[src/fimp_pkg.sv]
// Shared constants and controller/datapath types for the 2x2 intensity max pool
package fimp_pkg;

   localparam int GRID_SIZE = 256;
   localparam int PAIRS     = GRID_SIZE / 2;
   localparam int CNT_W     = $clog2(GRID_SIZE);
   localparam int PAIR_W    = CNT_W - 1;

   localparam logic [CNT_W:0]    PAIR_SPAN = (CNT_W + 1)'(2 * PAIRS);
   localparam logic [CNT_W-1:0]  GRID_LAST = CNT_W'(GRID_SIZE - 1);
   localparam logic [CNT_W-1:0]  LAST_ROW  = CNT_W'(2 * PAIRS - 1);
   localparam logic [PAIR_W-1:0] LAST_PAIR = PAIR_W'(PAIRS - 1);

   localparam int GAIN_W    = 16;
   localparam int PEAK_W    = 32;
   localparam int PROD_W    = 48;
   localparam int GAIN_SHIFT = 12;

   localparam logic [GAIN_W-1:0] GAIN_RESET = 16'd4096;
   localparam logic [PROD_W:0]   ROUND_HALF = 49'd2048;

   typedef struct packed {
      logic accept;
      logic sq_re;
      logic sq_im;
      logic scale;
      logic round;
      logic pool;
   } fimp_cmd_type;

   typedef struct packed {
      logic out_hold;
   } fimp_status_type;

endpackage

[src/fimp_ctrl.sv]
// Sequencer for the 2x2 intensity max pool: steps one item through the datapath
module fimp_ctrl (
   input  logic                     clock,
   input  logic                     reset,
   input  logic                     req_tvalid,
   output logic                     req_tready,
   input  fimp_pkg::fimp_status_type status,
   output fimp_pkg::fimp_cmd_type    cmd
);

   typedef enum logic [2:0] {
      IDLE,
      SQ_RE,
      SQ_IM,
      SCALE,
      ROUND,
      POOL
   } state_type;

   state_type state_ff;
   state_type state_in;

   always_comb begin
      cmd      = '0;
      state_in = state_ff;
      case (state_ff)
         IDLE: begin
            cmd.accept = req_tvalid;
            if (req_tvalid) begin
               state_in = SQ_RE;
            end
         end
         SQ_RE: begin
            cmd.sq_re = 1'b1;
            state_in  = SQ_IM;
         end
         SQ_IM: begin
            cmd.sq_im = 1'b1;
            state_in  = SCALE;
         end
         SCALE: begin
            cmd.scale = 1'b1;
            state_in  = ROUND;
         end
         ROUND: begin
            cmd.round = 1'b1;
            state_in  = POOL;
         end
         POOL: begin
            if (!status.out_hold) begin
               cmd.pool = 1'b1;
               state_in = IDLE;
            end
         end
         default: begin
            state_in = IDLE;
         end
      endcase
   end

   always_ff @(posedge clock) begin
      if (reset) begin
         state_ff <= IDLE;
      end else begin
         state_ff <= state_in;
      end
   end

   assign req_tready = (state_ff == IDLE);

endmodule

[config.mk]
export PLATFORM = sky130hd
export DESIGN_NAME = fimp_ctrl
export DESIGN_NICKNAME = d
export VERILOG_FILES = /design/src/fimp_pkg.sv /design/src/fimp_ctrl.sv
export SDC_FILE = /design/constraint.sdc
export NUM_CORES = 1
export LEC_CHECK = 0
export BUFFER_PORTS_ARGS = -buffer_cell sky130_fd_sc_hd__buf_2
export CAP_MARGIN = 20
export CORE_AREA = 2 2 39 41
export CTS_BUF_LIST = sky130_fd_sc_hd__clkbuf_4 sky130_fd_sc_hd__clkbuf_8 sky130_fd_sc_hd__clkbuf_16
export CTS_CLUSTER_DIAMETER = 200
export DETAILED_ROUTE_END_ITERATION = 12
export DIE_AREA = 0 0 41 43
export REMOVE_ABC_BUFFERS = 1
export SKIP_CTS_REPAIR_TIMING = 1
export SLEW_MARGIN = 20
export SYNTH_ARGS = -nofsm -noshare
export SYNTH_HDL_FRONTEND = slang
export SYNTH_SLANG_ARGS = --single-unit
[constraint.sdc]
create_clock -name clock -period 0.9 [get_ports clock]
set_input_delay 0.18 -clock clock [delete_from_list [all_inputs] [get_ports clock]]
set_output_delay 0.18 -clock clock [all_outputs]
set_load 0.03 [all_outputs]
==> results of run 1 <==
-- worst min path at each step --
stage,from,depth (start not counted),to
finish,reset,2,state_ff[2]
global route,reset,2,state_ff[2]
CTS,reset,2,state_ff[2]
detailed placement,reset,2,state_ff[2]
global placement,reset,2,state_ff[2]
floorplan,reset,1,state_ff[2]
-- routing by layer --
layer / vias to the layer above / GRT usage [%] / part of all wire [%]
li1: 114 / - / -
met1: 100 / 7.074 / 43
met2: 7 / 6.563 / 50
met3: 0 / 3.141 / 6.6
met4: 0 / 6.000 / 0
met5: - / 0 / 0
-- cells in the mapped netlist (all sizes together) --
cell,count
a21oi,2
nand2,1
nand2b,3
and3,1
nor3,2
buf,2
or2,1
xnor2,1
nor2,3
and2,1
dfxtp,3
nor3b,2
inv,1
o21bai,1
-- worst max-delay path, stage by stage (launching register included) --
cell	delay, ns
dfxtp_4	0.35
buf_6	0.11
nand2b_4	0.15
nor2_1	0.10
buf_4	0.16
-- power by group --
| part | leakage (uW) | total (uW) | internal (uW) | switching [uW] |
|---|---|---|---|---|
| Clock | 0.0000184 | 266 | 196 | 69.8 |
| Sequential | 0.0000264 | 182 | 154 | 28.3 |
| Combinational | 0.000149 | 314 | 165 | 149 |
-- stage by stage --
step                      worst slack [ns]  hold slack (ns)  instance area (um2)  total power (uW)  util (%)
final                              -0.3876           0.1264                405.4             761.6     29.29
after detailed placement           -0.2343           0.3742                299.0             412.8     21.61
after global routing               -0.4302           0.1284                405.4             807.4     29.29
after floorplan                    -0.5281           0.2424                191.4             324.1         -
after CTS                          -0.4902           0.1278                329.1             688.4     23.78
after global placement             -0.2176           0.3770                299.0             412.0     21.61
-- logic make-up (layout without fill, tap and decap cells) --
| group | Yosys count | count (layout) |
|---|---|---|
| simple gates | 14 | 14 |
| compound gates | 3 | 3 |
| flops | 3 | 3 |
| buf+inv | 3 | 21 |
| xor+xnor | 1 | 1 |
-- area by class of cell --
cell class	count	area, um2	area share [%]
repair buffers	16	131.4	32.41
inverters	1	3.754	0.9259
flip-flops and latches	3	68.82	16.98
clock buffers	4	30.03	7.407
multi-input cells	18	151.4	37.35
well taps	16	20.02	4.938
==> results.md, run 1 <==
* RSZ-0062 raised after global routing: true
* Syn Inst Count at 24
* Root Buffer: clkbuf_4
* Syn Area/Cell at 8.602 um2
* Failing checks: setup timing
* P_leak at 0.0001935 uW
* Yosys top cell area share at approximately 29%
* Filler instances at 153
* First-pass GRT wire length at between 600 and 700 um
* Clock skew at between 0.0004 and 0.0005 ns
* WL per Instance at between 8 and 9 um
* Setup violations, final at 10
* Clock buffer depth at 2
* Max reg flops at 3
* Mux contribution to synthesized area at 0%
* Die H at 43 um
* TNS Setup at -2.484 ns
* Clock sink total at 3
* Final Critical Period at 1.288 ns
* Outcome: complete, but fails checks
* Cell taking the most area after synthesis: dfxtp_1
* Port bufs at 10
* Highest-count cells in the layout ignoring fill and taps: buf_4 (8), buf_6 (5), clkbuf_4 (4)
* # diodes at 0
* Yosys reg bits at 3
* Top flop regs: state_ff: 3 flops
* Vias/cell at 3.810
* ANT nets after route at 0
* Critical path launch point type: flip-flop
* Warnings, synthesis at 0
* Endpoint type of the worst setup path: output pin
* Max-slew headroom at 88.12%
* Share of cells above drive strength 1 at a little under three quarters
* Hold Crit Class: input port to flip-flop
* Worst Setup SP: state_ff[1]
* Area Overhead vs Synth at 96.36%
* Worst R2R Setup Slack at -0.06 ns
* Die ar. at around 0.0018 mm2
* Simple-Gate Fraction of Synth Area at a little under half
* Clk slew on worst S/H paths at 0.04 ns
* Critical path class: flip-flop to output pin
* Antenna violations before repair at 0
* Largest Register: state_ff
* Worst R2R Path Depth at 4
* Count of cell types in the netlist at 17
* Post-detail-place hpwl at between 300 and 400 um
* Mapped Area at 206.4 um2
* Vias in the first global route at 165
* Fmax at 776.6 MHz
* Wirelength, routed at roughly 470 um
* Worst skew pair latency at approximately 0.23 ns
* Commonest non-fill, non-tap cell in the layout: buf_4
* Detailed Route Iter0 Violations at 0
* Pins Over Slew Limit at 0
* Largest net degree at the start of global routing at 7
* RR Endpoint: state_ff[0]
* Main combinational cell family by area after synthesis: simple AND/OR/NAND/NOR gates
* Placed insts at 53
* Critical Path Fanout Max at 5
* Register area share after synthesis at 29.09%
* Final Non-Filler Cells at 58
* Die width at a little over 40 um
* Final Hold Fails at 0
* Reg-to-Reg Start: state_ff[0]
* Core area at 0.001384 mm2
* # H-tree levels at 1
* CTS buffer count at 3
* Worst slew pin tran at 0.1782 ns
* Post-Synth XOR/XNOR Area at 4.242%
* GRT Residual Overflow at 0
* Power Density at 1879 mW/mm2
* VDD IR-drop max at 0.0005404 V
* Synth area leaders: dfxtp_1 (29%), nand2b_4 (13%), buf_4 (7.3%)
* CTS tree: yes
* Drt pass-1 iters at 1
* Required time worst endpoint at 0.72 ns
* Total GRT Usage at 5.823%
* CP arrival at 1.11 ns
* Compound-Gate Fraction of Synth Area at 10.30%
* Final Net Count at 47
* Worst setup slack after layout at -0.3876 ns
* Final Cycle Share at 143.1%
* Placer Congestion at around 0.76
* Max-cap violations at 0
* Starting Density at 14.92%
* Adder-cell share of the synthesized area at 0%
* Residual DRC count at 0
* Row cnt at 14
* Routed via count at 221
* CP endpoint: cmd[0]
* I/O Pins at 11
Power figures use the tool's default switching activity.
==> run 2, diff against run 1 <==
- SETUP_SLACK_MARGIN: not set -> 0.05
- SKIP_CTS_REPAIR_TIMING: 1 -> not set
==> run 2 against run 1 <==
  * The flow still finishes with violations (setup timing)
  * First-iteration DRC count unchanged
  * Hold slack better by 0.0011 ns
  * Total power is 0.89% lower
  * Core utilization increased by 0.27 points
  * Cell area grew 0.93%
  * Sequential share of layout area is 0.77 points lower
  * Routed wire length fell by 7.6%
  * Die area unchanged
  * Combinational power shrank 1%
  * Worst setup slack barely moved
  * Clock-buffer cell count unchanged
  * Non-clock buffer count stayed put
  * Largest power group unchanged
==> results.md, run 2 (synthesis gave the netlist of run 1 again) <==
* Setup violations, final at 9 (-1)
* Commonest non-fill, non-tap cell in the layout: buf_4
* Area Overhead vs Synth at 98.18%
* Row cnt at 14 (unchanged)
* RSZ-0062 raised after global routing: true
* Critical path class: flip-flop to output pin
* Endpoint type of the worst setup path: output pin
* Top flop regs: state_ff: 3 flops
* Placed inst area at 299.0 um2 (unchanged)
* Post-detail-place hpwl at 348.4 um (unchanged)
* Largest Register: state_ff
* # H-tree levels at 1 (unchanged)
* CTS tree: yes
* Die ar. at 0.001763 mm2 (unchanged)
* Share of cells above drive strength 1 at 76.19% (+4.8 points)
* Worst skew pair latency at 0.23 ns (about the same)
* Failing checks: setup timing
* CP arrival at 1.11 ns (about the same)
* # diodes at 0 (unchanged)
* Core area at 0.001384 mm2 (unchanged)
* Hold Buf Count CTS at 0
* First-pass GRT wire length at 621 um (-2.1%)
* Reg-to-Reg Start: state_ff[0]
* Crit path top cell by count: buf_4
* Min-delay src: reset
* Worst R2R Path Depth at 4 (unchanged)
* RR Endpoint: state_ff[2]
* Max-cap violations at 0 (unchanged)
* Required time worst endpoint at 0.72 ns (about the same)
* Finished Cell Area at 409.1 um2 (+0.93%)
* GR Util met2 at 6.563% (unchanged)
* Worst Hold Path Cells at 2 (unchanged)
* Final Hold Fails at 0 (unchanged)
* Vias in the first global route at 166 (+0.61%)
* GRT met3 Usage at 3.141% (unchanged)
* VDD IR-drop max at 0.0005852 V (+8.3%)
* Final Critical Period at 1.287 ns (-0.0002130 ns)
* WL per Instance at 7.534 um (-7.6%)
* Routed via count at 208 (-5.9%)
* Max reg flops at 3 (unchanged)
* Critical path launch point type: flip-flop
* Highest-count cells in the layout ignoring fill and taps: buf_4 (8), clkbuf_4 (5), buf_6 (4)
* Largest net degree at the start of global routing at 7 (unchanged)
* Clk slew on worst S/H paths at 0.04 ns (about the same)
* Worst-path cell chain: buf_4, nand2b_4, nor2_1, buf_4
* Detailed Route Iter0 Violations at 0 (unchanged)
* Placer Congestion at 0.7552 (unchanged)
* Critical Path Fanout Max at 5 (unchanged)
* P_leak at 0.0001968 uW (+1.7%)
* Worst Setup SP: state_ff[1]
* Routing usage on met1 at 6.752% (-0.32 points)
* Final Net Count at 47 (unchanged)
* CP max-delay cell: dfxtp_2
* Hold Crit Class: input port to flip-flop
* Max-slew headroom at 88.23% (+0.11 points)
* Clock sink total at 3 (unchanged)
* Port bufs at 10 (unchanged)
* GRT Residual Overflow at 0 (unchanged)
* Worst setup slack after layout at -0.3874 ns (+0.0002130 ns)
* Fmax at 776.8 MHz (about the same)
* Drt pass-1 iters at 1 (unchanged)
* Clock skew at 0.001151 ns (+0.0006561 ns)
* Worst slew pin tran at 0.1766 ns (-0.001598 ns)
* Vias/cell at 3.586 (-5.9%)
* Total GRT Usage at 5.723% (-0.10 points)
* Starting Density at 14.92% (unchanged)
* Pins Over Slew Limit at 0 (unchanged)
* Pre-CTS WS at -0.2343 ns (unchanged)
* Busiest layer in global routing: met1
* Outcome: complete, but fails checks
* Hold Crit Endpoint: state_ff[2]
* Slowest stage delay, CP at 0.33 ns (-0.02 ns)
* Die width at 41 um (unchanged)
* Power Density at 1845 mW/mm2 (-1.8%)
* ANT nets after route at 0 (unchanged)
* Root Buffer: clkbuf_4
* Clock buffer depth at 2 (unchanged)
* CTS buffer count at 3 (unchanged)
* Final Cycle Share at 143.0% (about the same)
* Worst R2R Setup Slack at -0.06 ns (about the same)
* I/O Pins at 11 (unchanged)
* Wirelength, routed at 437 um (-7.6%)
* Residual DRC count at 0 (unchanged)
* Die H at 43 um (unchanged)
* Antenna violations before repair at 0 (unchanged)
[run 2: worst max-delay path by stage]
stage	endpoint	depth (start not counted)	slack, ns
floorplan	cmd[5]	2	-0.53
global placement	cmd[2]	4	-0.22
detailed placement	cmd[2]	4	-0.23
CTS	cmd[5]	4	-0.39
global route	cmd[2]	4	-0.44
finish	cmd[0]	4	-0.39
[run 2: critical path, delay by kind of cell, from the launching register on]
family	cells	cell delay, ns
buffers and inverters	2	0.30
flip-flops	1	0.33
AND/OR/NAND/NOR	2	0.24
[run 2: area by class of cell]
type	count	area, um2
Tap cell	16	20.02
Inverter	1	3.754
Timing Repair Buffer	16	127.6
Clock buffer	4	30.03
Fill cell	149	974.7
Sequential cell	3	66.31
Multi-Input combinational cell	18	161.4
[run 2: through the flow]
step	cells	util (%)	TNS [ns]	total power, uW	hold slack, ns
global route	58	29.57	-3.018	802.1	0.1216
finish	58	29.57	-2.542	754.8	0.1274
global placement	53	21.61	-1.248	412.0	0.3770
CTS	57	26.67	-2.482	723.4	0.1204
floorplan	22	-	-2.333	324.1	0.2424
detailed placement	53	21.61	-1.264	412.8	0.3742
[run 2: timing repair]
| action | 4_1_cts | 5_1_grt |
|---|---|---|
| gates cloned | 0 | 0 |
| setup endpoints to repair | 10 | 10 |
| buffers inserted | 0 | 1 |
| gates resized for setup | 14 | 8 |
| pin swaps | 2 | 1 |
[run 2: metal layers]
layer | vias to the layer above | part of all wire [%]
met4 | 0 | 0
met3 | 0 | 6.2
met5 | - | 0
met1 | 88 | 46
li1 | 113 | -
met2 | 7 | 47
[run 2: power by group]
part	switching, uW	internal (uW)	leakage (uW)
Clock	69.0	196	0.0000184
Sequential	27.1	153	0.0000261
Combinational	151	159	0.000152
Total	247	508	0.000197
